$ cat src/rtl/fifo_queue_with_key_removal_macros.svh
// assertion macros for the queue with key removal
`ifndef FIFO_QUEUE_WITH_KEY_REMOVAL_MACROS_SVH
`define FIFO_QUEUE_WITH_KEY_REMOVAL_MACROS_SVH

// same-cycle implication, disabled in reset
`define FQKR_ASSERT_NOW(label, clock, reset, ante, cons) \
  label: assert property (@(posedge clock) disable iff (reset) (ante) |-> (cons)) \
    else $error("fqkr assertion failed");

// next-cycle implication, disabled in reset
`define FQKR_ASSERT_NEXT(label, clock, reset, ante, cons) \
  label: assert property (@(posedge clock) disable iff (reset) (ante) |=> (cons)) \
    else $error("fqkr assertion failed");

`endif

$ cat src/rtl/fqkr_pkg.sv
// shared types and codes for the queue with key removal
package fqkr_pkg;

  localparam logic [1:0] CMD_PUSH   = 2'd0;
  localparam logic [1:0] CMD_REMOVE = 2'd1;
  localparam logic [1:0] CMD_DUMP   = 2'd2;

  typedef enum logic [1:0] {
    ST_OK        = 2'd0,
    ST_FULL      = 2'd1,
    ST_NOT_FOUND = 2'd2,
    ST_EMPTY     = 2'd3
  } status_t;

  typedef enum logic [1:0] {
    S_IDLE,
    S_SCAN,
    S_REPLY,
    S_DUMP
  } state_t;

  typedef struct packed {
    logic signed [31:0] key;
    logic [31:0]        amount;
  } rec_t;

  typedef struct packed {
    logic push;
    logic shift;
    logic drop;
  } cell_ctrl_t;

endpackage

$ cat src/rtl/fqkr_in_if.sv
// command channel of the queue
interface fqkr_in_if;
  logic               valid;
  logic               ready;
  logic [1:0]         cmd;
  logic signed [31:0] key;
  logic [31:0]        amount;

  modport source (output valid, output cmd, output key, output amount, input ready);
  modport sink (input valid, input cmd, input key, input amount, output ready);
endinterface

$ cat src/rtl/fqkr_out_if.sv
// result channel of the queue
interface fqkr_out_if;
  logic               valid;
  logic               ready;
  logic [1:0]         status;
  logic signed [31:0] out_key;
  logic [31:0]        out_amount;
  logic               last;

  modport source (output valid, output status, output out_key, output out_amount,
                  output last, input ready);
  modport sink (input valid, input status, input out_key, input out_amount,
                input last, output ready);
endinterface

$ cat src/rtl/fqkr_cell.sv
// one record slot of the queue chain
module fqkr_cell
  import fqkr_pkg::*;
#(
  parameter int QUEUE_DEPTH = 16,
  parameter int IDX = 0
) (
  input  logic                               clk,
  input  cell_ctrl_t                         ctrl,
  input  logic [$clog2(QUEUE_DEPTH+1)-1:0]   len,
  input  rec_t                               in_rec,
  input  rec_t                               front,
  input  rec_t                               nbr,
  output rec_t                               rec
);

  localparam int LW = $clog2(QUEUE_DEPTH + 1);

  logic is_load;
  logic is_tail;

  assign is_load = (len == LW'(IDX));
  assign is_tail = (len == LW'(IDX + 1));

  // the tail slot takes the front record back in, unless it is being dropped
  always_ff @(posedge clk) begin
    if (ctrl.push && is_load) begin
      rec <= in_rec;
    end else if (ctrl.shift) begin
      rec <= (is_tail && !ctrl.drop) ? front : nbr;
    end
  end

endmodule

$ cat src/rtl/fifo_queue_with_key_removal.sv
// queue top level: fill count, sequencer, cell chain and result register
// push: registered into the result register as it is accepted; remove: fill_count rotation steps
// in the scan state, then the reply state; dump: from the dump state, one record per cycle, fill_count records,
// each held while the result is not taken; the rotation sets the remove and dump times
// reset (synchronous) empties the queue and the result register; slot contents are kept
`include "fifo_queue_with_key_removal_macros.svh"
module fifo_queue_with_key_removal
  import fqkr_pkg::*;
#(
  parameter int QUEUE_DEPTH = 16
) (
  input  logic        clk,
  input  logic        rst,
  fqkr_in_if.sink     req,
  fqkr_out_if.source  rsp
);

  localparam int LW = $clog2(QUEUE_DEPTH + 1);
  localparam logic [LW-1:0] DEPTH = LW'(QUEUE_DEPTH);
  localparam logic [LW-1:0] ONE   = LW'(1);

  state_t             state, state_next;
  logic [LW-1:0]      fill, fill_next;
  logic [LW-1:0]      steps, steps_next;
  logic               found, found_next;
  logic signed [31:0] key_reg;
  cell_ctrl_t         ctrl;
  rec_t               in_rec;
  rec_t               cells [QUEUE_DEPTH];

  logic    out_valid;
  status_t out_status, out_status_d;
  rec_t    out_rec, out_rec_d;
  logic    out_last, out_last_d;
  logic    out_load;
  logic    out_free;
  logic    accept;

  assign out_free = !out_valid || rsp.ready;
  assign req.ready = (state == S_IDLE) && out_free;
  assign accept = req.valid && req.ready;
  assign in_rec = '{key: req.key, amount: req.amount};

  genvar g;
  generate
    for (g = 0; g < QUEUE_DEPTH; g++) begin : g_cell
      fqkr_cell #(
        .QUEUE_DEPTH(QUEUE_DEPTH),
        .IDX(g)
      ) u_cell (
        .clk(clk),
        .ctrl(ctrl),
        .len(fill),
        .in_rec(in_rec),
        .front(cells[0]),
        .nbr(cells[(g + 1) % QUEUE_DEPTH]),
        .rec(cells[g])
      );
    end
  endgenerate

  always_comb begin
    state_next   = state;
    fill_next    = fill;
    steps_next   = steps;
    found_next   = found;
    ctrl         = '0;
    out_load     = 1'b0;
    out_status_d = ST_OK;
    out_rec_d    = '0;
    out_last_d   = 1'b1;
    case (state)
      S_IDLE: begin
        if (accept) begin
          case (req.cmd)
            CMD_PUSH: begin
              out_load = 1'b1;
              if (fill == DEPTH) begin
                out_status_d = ST_FULL;
              end else begin
                ctrl.push = 1'b1;
                fill_next = fill + ONE;
              end
            end
            CMD_REMOVE: begin
              if (fill == '0) begin
                out_load     = 1'b1;
                out_status_d = ST_NOT_FOUND;
              end else begin
                steps_next = fill;
                found_next = 1'b0;
                state_next = S_SCAN;
              end
            end
            CMD_DUMP: begin
              if (fill == '0) begin
                out_load     = 1'b1;
                out_status_d = ST_EMPTY;
              end else begin
                steps_next = fill;
                state_next = S_DUMP;
              end
            end
            default: ;
          endcase
        end
      end
      S_SCAN: begin
        // rotate every record past the front once, dropping the first match
        ctrl.shift = 1'b1;
        ctrl.drop  = !found && (cells[0].key == key_reg);
        if (ctrl.drop) begin
          fill_next = fill - ONE;
        end
        found_next = found || ctrl.drop;
        steps_next = steps - ONE;
        if (steps == ONE) begin
          state_next = S_REPLY;
        end
      end
      S_REPLY: begin
        if (out_free) begin
          out_load     = 1'b1;
          out_status_d = found ? ST_OK : ST_NOT_FOUND;
          state_next   = S_IDLE;
        end
      end
      S_DUMP: begin
        if (out_free) begin
          out_load   = 1'b1;
          out_rec_d  = cells[0];
          out_last_d = (steps == ONE);
          ctrl.shift = 1'b1;
          steps_next = steps - ONE;
          if (steps == ONE) begin
            state_next = S_IDLE;
          end
        end
      end
      default: state_next = S_IDLE;
    endcase
  end

  always_ff @(posedge clk) begin
    if (rst) begin
      state     <= S_IDLE;
      fill      <= '0;
      steps     <= '0;
      found     <= 1'b0;
      out_valid <= 1'b0;
    end else begin
      state <= state_next;
      fill  <= fill_next;
      steps <= steps_next;
      found <= found_next;
      if (out_load) begin
        out_valid <= 1'b1;
      end else if (rsp.ready) begin
        out_valid <= 1'b0;
      end
    end
  end

  always_ff @(posedge clk) begin
    if (accept) begin
      key_reg <= req.key;
    end
    if (out_load) begin
      out_status <= out_status_d;
      out_rec    <= out_rec_d;
      out_last   <= out_last_d;
    end
  end

  assign rsp.valid      = out_valid;
  assign rsp.status     = out_status;
  assign rsp.out_key    = out_rec.key;
  assign rsp.out_amount = out_rec.amount;
  assign rsp.last       = out_last;

  `FQKR_ASSERT_NOW(a_fill_bound, clk, rst, 1'b1, fill <= DEPTH)
  `FQKR_ASSERT_NEXT(a_push_grows, clk, rst,
    accept && req.cmd == CMD_PUSH && fill != DEPTH, fill == $past(fill) + ONE)
  `FQKR_ASSERT_NEXT(a_dump_keeps_fill, clk, rst, state == S_DUMP, fill == $past(fill))
  `FQKR_ASSERT_NEXT(a_scan_single_drop, clk, rst,
    state == S_SCAN && found, fill == $past(fill))

endmodule
$ cat src/flat_wrapper.sv
// flat-port wrapper written by rule: the top's interface ports become plain ports
module fifo_queue_with_key_removal_flat import fqkr_pkg::*;
#(
  parameter int QUEUE_DEPTH = 16
)
  (clk, rst, req_valid, req_cmd, req_key, req_amount, req_ready, rsp_valid, rsp_status, rsp_out_key, rsp_out_amount, rsp_last, rsp_ready);
  fqkr_in_if req_i ();
  fqkr_out_if rsp_i ();
  input  logic clk;
  input  logic rst;
  input wire logic [$bits(req_i.valid)-1:0] req_valid;
  input wire logic [$bits(req_i.cmd)-1:0] req_cmd;
  input wire logic [$bits(req_i.key)-1:0] req_key;
  input wire logic [$bits(req_i.amount)-1:0] req_amount;
  output wire logic [$bits(req_i.ready)-1:0] req_ready;
  output wire logic [$bits(rsp_i.valid)-1:0] rsp_valid;
  output wire logic [$bits(rsp_i.status)-1:0] rsp_status;
  output wire logic [$bits(rsp_i.out_key)-1:0] rsp_out_key;
  output wire logic [$bits(rsp_i.out_amount)-1:0] rsp_out_amount;
  output wire logic [$bits(rsp_i.last)-1:0] rsp_last;
  input wire logic [$bits(rsp_i.ready)-1:0] rsp_ready;
  assign req_i.valid = req_valid;
  assign req_i.cmd = req_cmd;
  assign req_i.key = req_key;
  assign req_i.amount = req_amount;
  assign req_ready = req_i.ready;
  assign rsp_valid = rsp_i.valid;
  assign rsp_status = rsp_i.status;
  assign rsp_out_key = rsp_i.out_key;
  assign rsp_out_amount = rsp_i.out_amount;
  assign rsp_last = rsp_i.last;
  assign rsp_i.ready = rsp_ready;
  fifo_queue_with_key_removal #(.QUEUE_DEPTH(QUEUE_DEPTH)) u_core (.clk(clk), .rst(rst), .req(req_i), .rsp(rsp_i));
endmodule
$ cat config.mk
export PLATFORM = sky130hd
export DESIGN_NAME = fifo_queue_with_key_removal_flat
export DESIGN_NICKNAME = d
export VERILOG_FILES = /design/src/rtl/fqkr_pkg.sv /design/src/rtl/fqkr_in_if.sv /design/src/rtl/fqkr_out_if.sv /design/src/rtl/fqkr_cell.sv /design/src/rtl/fifo_queue_with_key_removal.sv /design/src/flat_wrapper.sv
export VERILOG_INCLUDE_DIRS = /design/src /design/src/rtl
export SDC_FILE = /design/constraint.sdc
export NUM_CORES = 2
export LEC_CHECK = 0
export ABC_AREA = 1
export BUFFER_PORTS_ARGS = -buffer_cell sky130_fd_sc_hd__buf_2
export CAP_MARGIN = 20
export CORE_ASPECT_RATIO = 0.6
export CORE_MARGIN = 1
export CORE_UTILIZATION = 45
export CTS_CLUSTER_DIAMETER = 30
export DETAILED_ROUTE_END_ITERATION = 10
export SYNTH_ARGS = -nofsm -noshare
export SYNTH_HDL_FRONTEND = slang
export SYNTH_SLANG_ARGS = --single-unit
$ cat constraint.sdc
create_clock -name clk -period 7.8 [get_ports clk]
set_input_delay 1.17 -clock clk [delete_from_list [all_inputs] [get_ports clk]]
set_output_delay 1.17 -clock clk [all_outputs]
set_load 0.01 [all_outputs]
==> metrics.txt <==
run status completed; standard-cell rows 105; HPWL reported at the end of detailed placement 129000 um; Residual DRC 0; DR pass1 iterations 8; CTS clock-pin slew for the worst setup and hold paths 0.06 ns; WP data required 8.48 ns; Worst Tran Pin Value 1.19 ns; area growth from synthesis to layout 13.3%; R2R Setup Slk 2.33 ns; share of cells above drive strength 1 0.0854; Fmax 183 MHz; yosys warns 0; Die X 484 um; max reg flops 1024; filler cell count in the final layout 12800; worst-path maximum fanout 190; total power 24200 uW; Post-CTS Setup Bufs 0; number of global-route vias before repair 51800; RD Place Congestion 0.872; Setup crit start kind flip-flop; Reg area 34000 sq um; Worst Hold Class reg2reg; Power Density 341 nW/um^2; Core ar. 137000 sq um; Max VDD drop 280 uV; Final Hold Fails 0; Synth Cell Area 62700 sq um; Netlist cell types 28; overall routing resource usage 0.334; I/O pin count 139; Pleak 0.0333 uW; share of Yosys cell area claimed by the top area cell type 0.538; Avg WL per Cell 24.7 um; Final setup viols 0; Die Y 291 um; Slew HR 0.204; port bufs 138; grt ovf 0; initial antenna violation count 9; Post-synth EDFFs 1123; syn_area_per_cell 7.91 sq um; # H-tree levels 4; clk_lat worst skew 0.83 ns; CTS sink count 1137; sequential-to-total area share from yosys stat 0.542; leading area contributor after synthesis edfxtp_1; vias per cell 5.83; count leader, synth nand2_1; min Tclk post-route 5.47 ns; cells after synthesis 7927; number of gates resized after cts 0; Total Wirelength 240000 um; Max-Cap Viols 0; Crit path arrival time 6.15 ns; initial core utilization 0.456; Synth Flop Type edfxtp_1; most frequent cells after synthesis 2929 x nand2_1, 1808 x nand3_1, 1123 x edfxtp_1, 1053 x inv_1, 315 x buf_2; CTS tree built; area of the multi-input gates 22300 sq um; fin util 0.517; largest net degree at the start of global routing 191; initial detailed-routing violation count 9074; ANT nets after route 0; unrepaired setup endpoints after global routing false; Root Buffer clkbuf_16; clk buf depth 3; DP Worst Slack 2.65 ns; Final Worst Setup Slack 2.33 ns; Crit. End Element flip-flop; Final Max Slew Viols 0; Fin Setup TNS 0 ns; die area 141000 sq um; Area contributors post-synth edfxtp_1 54%, nand2_1 18%, nand3_1 14%, inv_1 6.3%, buf_2 2.5%; Nets 7815; ratio of final minimum period to clock period 0.701; Seq cells post-synth 1137; hold_buf cts 0; Post-synth ARST share 0; Synthesized Nets 8009; CTS buffer count 199; Worst Skew 0.0276 ns; global-route wire length before repair 350000 um; DR vias 56700; largest register by flop count u_core.g_cell.u_cell.rec; critical path type reg2reg
cell type report:
type | instances | share of cell area
Multi-Input combinational cell | 5075 | 0.314
Clock buffer | 214 | 0.0712
Clock inverter | 159 | 0.0251
Timing Repair Buffer | 237 | 0.0215
Antenna cell | 9 | 0.000317
Tap cell | 1819 | 0.0320
Inverter | 1083 | 0.0576
Sequential cell | 1137 | 0.479
final timing paths:
path	from	endpoint	depth (start not counted)
min	u_core.steps[4]$_SDFFE_PP0P_	u_core.steps[4]$_SDFFE_PP0P_	2
max reg2reg	u_core.g_cell[0].u_cell.rec[38]$_DFFE_PP_	u_core.g_cell[12].u_cell.rec[46]$_DFFE_PP_	12
min reg2reg	u_core.steps[4]$_SDFFE_PP0P_	u_core.steps[4]$_SDFFE_PP0P_	2
max	u_core.g_cell[0].u_cell.rec[38]$_DFFE_PP_	u_core.g_cell[12].u_cell.rec[46]$_DFFE_PP_	12
critical path, cell delays in order (launching register included):
cell and delay [ns]:
edfxtp_1 0.42, xnor2_1 0.52, nand2_1 0.29, nor2_1 0.23, nand2_1 0.07, nor2_1 0.55, nand3_4 0.80, buf_4 0.67
buf_12 0.44, buf_4 0.60, nand3_1 0.20, nand3_1 0.10, nand2_1 0.10
cell usage in the layout, fill, tap and decap left out, types with 15 or more instances in the layout:
cell,synthesis,routed
nand3_1,1808,1807
clkinvlp_4,0,24
xnor2_1,22,22
nor2_4,2,15
bufinv_16,0,27
clkinv_2,0,48
o21ai_0,143,143
inv_6,0,20
buf_2,315,138
buf_4,3,94
nor2_1,109,99
edfxtp_1,1123,1123
clkinv_1,0,23
clkinv_4,0,15
nand2_4,0,47
nand2_1,2929,2896
inv_1,1053,1052
inv_2,30,16
clkbuf_16,0,200
power breakdown:
part	internal [uW]	switching (uW)	leakage, uW	total, uW
Sequential	9140	451	0.0105	9600
Clock	5630	3410	0.00330	9040
Combinational	1240	4320	0.0195	5560
Total	16000	8190	0.0333	24200
cell families after synthesis:
logic type	count (synthesis)	share of synthesized area
xor+xnor	24	0.00335
compound gates	164	0.0133
buf+inv	1715	0.109
simple gates	4875	0.329
fa+ha+maj	12	0.00239
flops	1137	0.542
through the flow:
stage / instance area [sq um] / hold WS (ns) / cells
2_1_floorplan: 62700 / 0.439 / 7927
3_3_place_gp: 64100 / 0.486 / 9347
3_5_place_dp: 64100 / 0.490 / 9348
4_1_cts: 70900 / 0.500 / 9721
5_1_grt: 71000 / 0.539 / 9728
6_report: 71000 / 0.501 / 9733
routing by layer:
metal,up-vias,GRT usage,share of wire
li1,25100,-,-
met1,26800,0.493,0.42
met2,4234,0.467,0.40
met3,577,0.0888,0.15
met4,6,0.120,0.034
met5,-,0,0.00016
No activity file was read; power rests on OpenSTA's default activity.
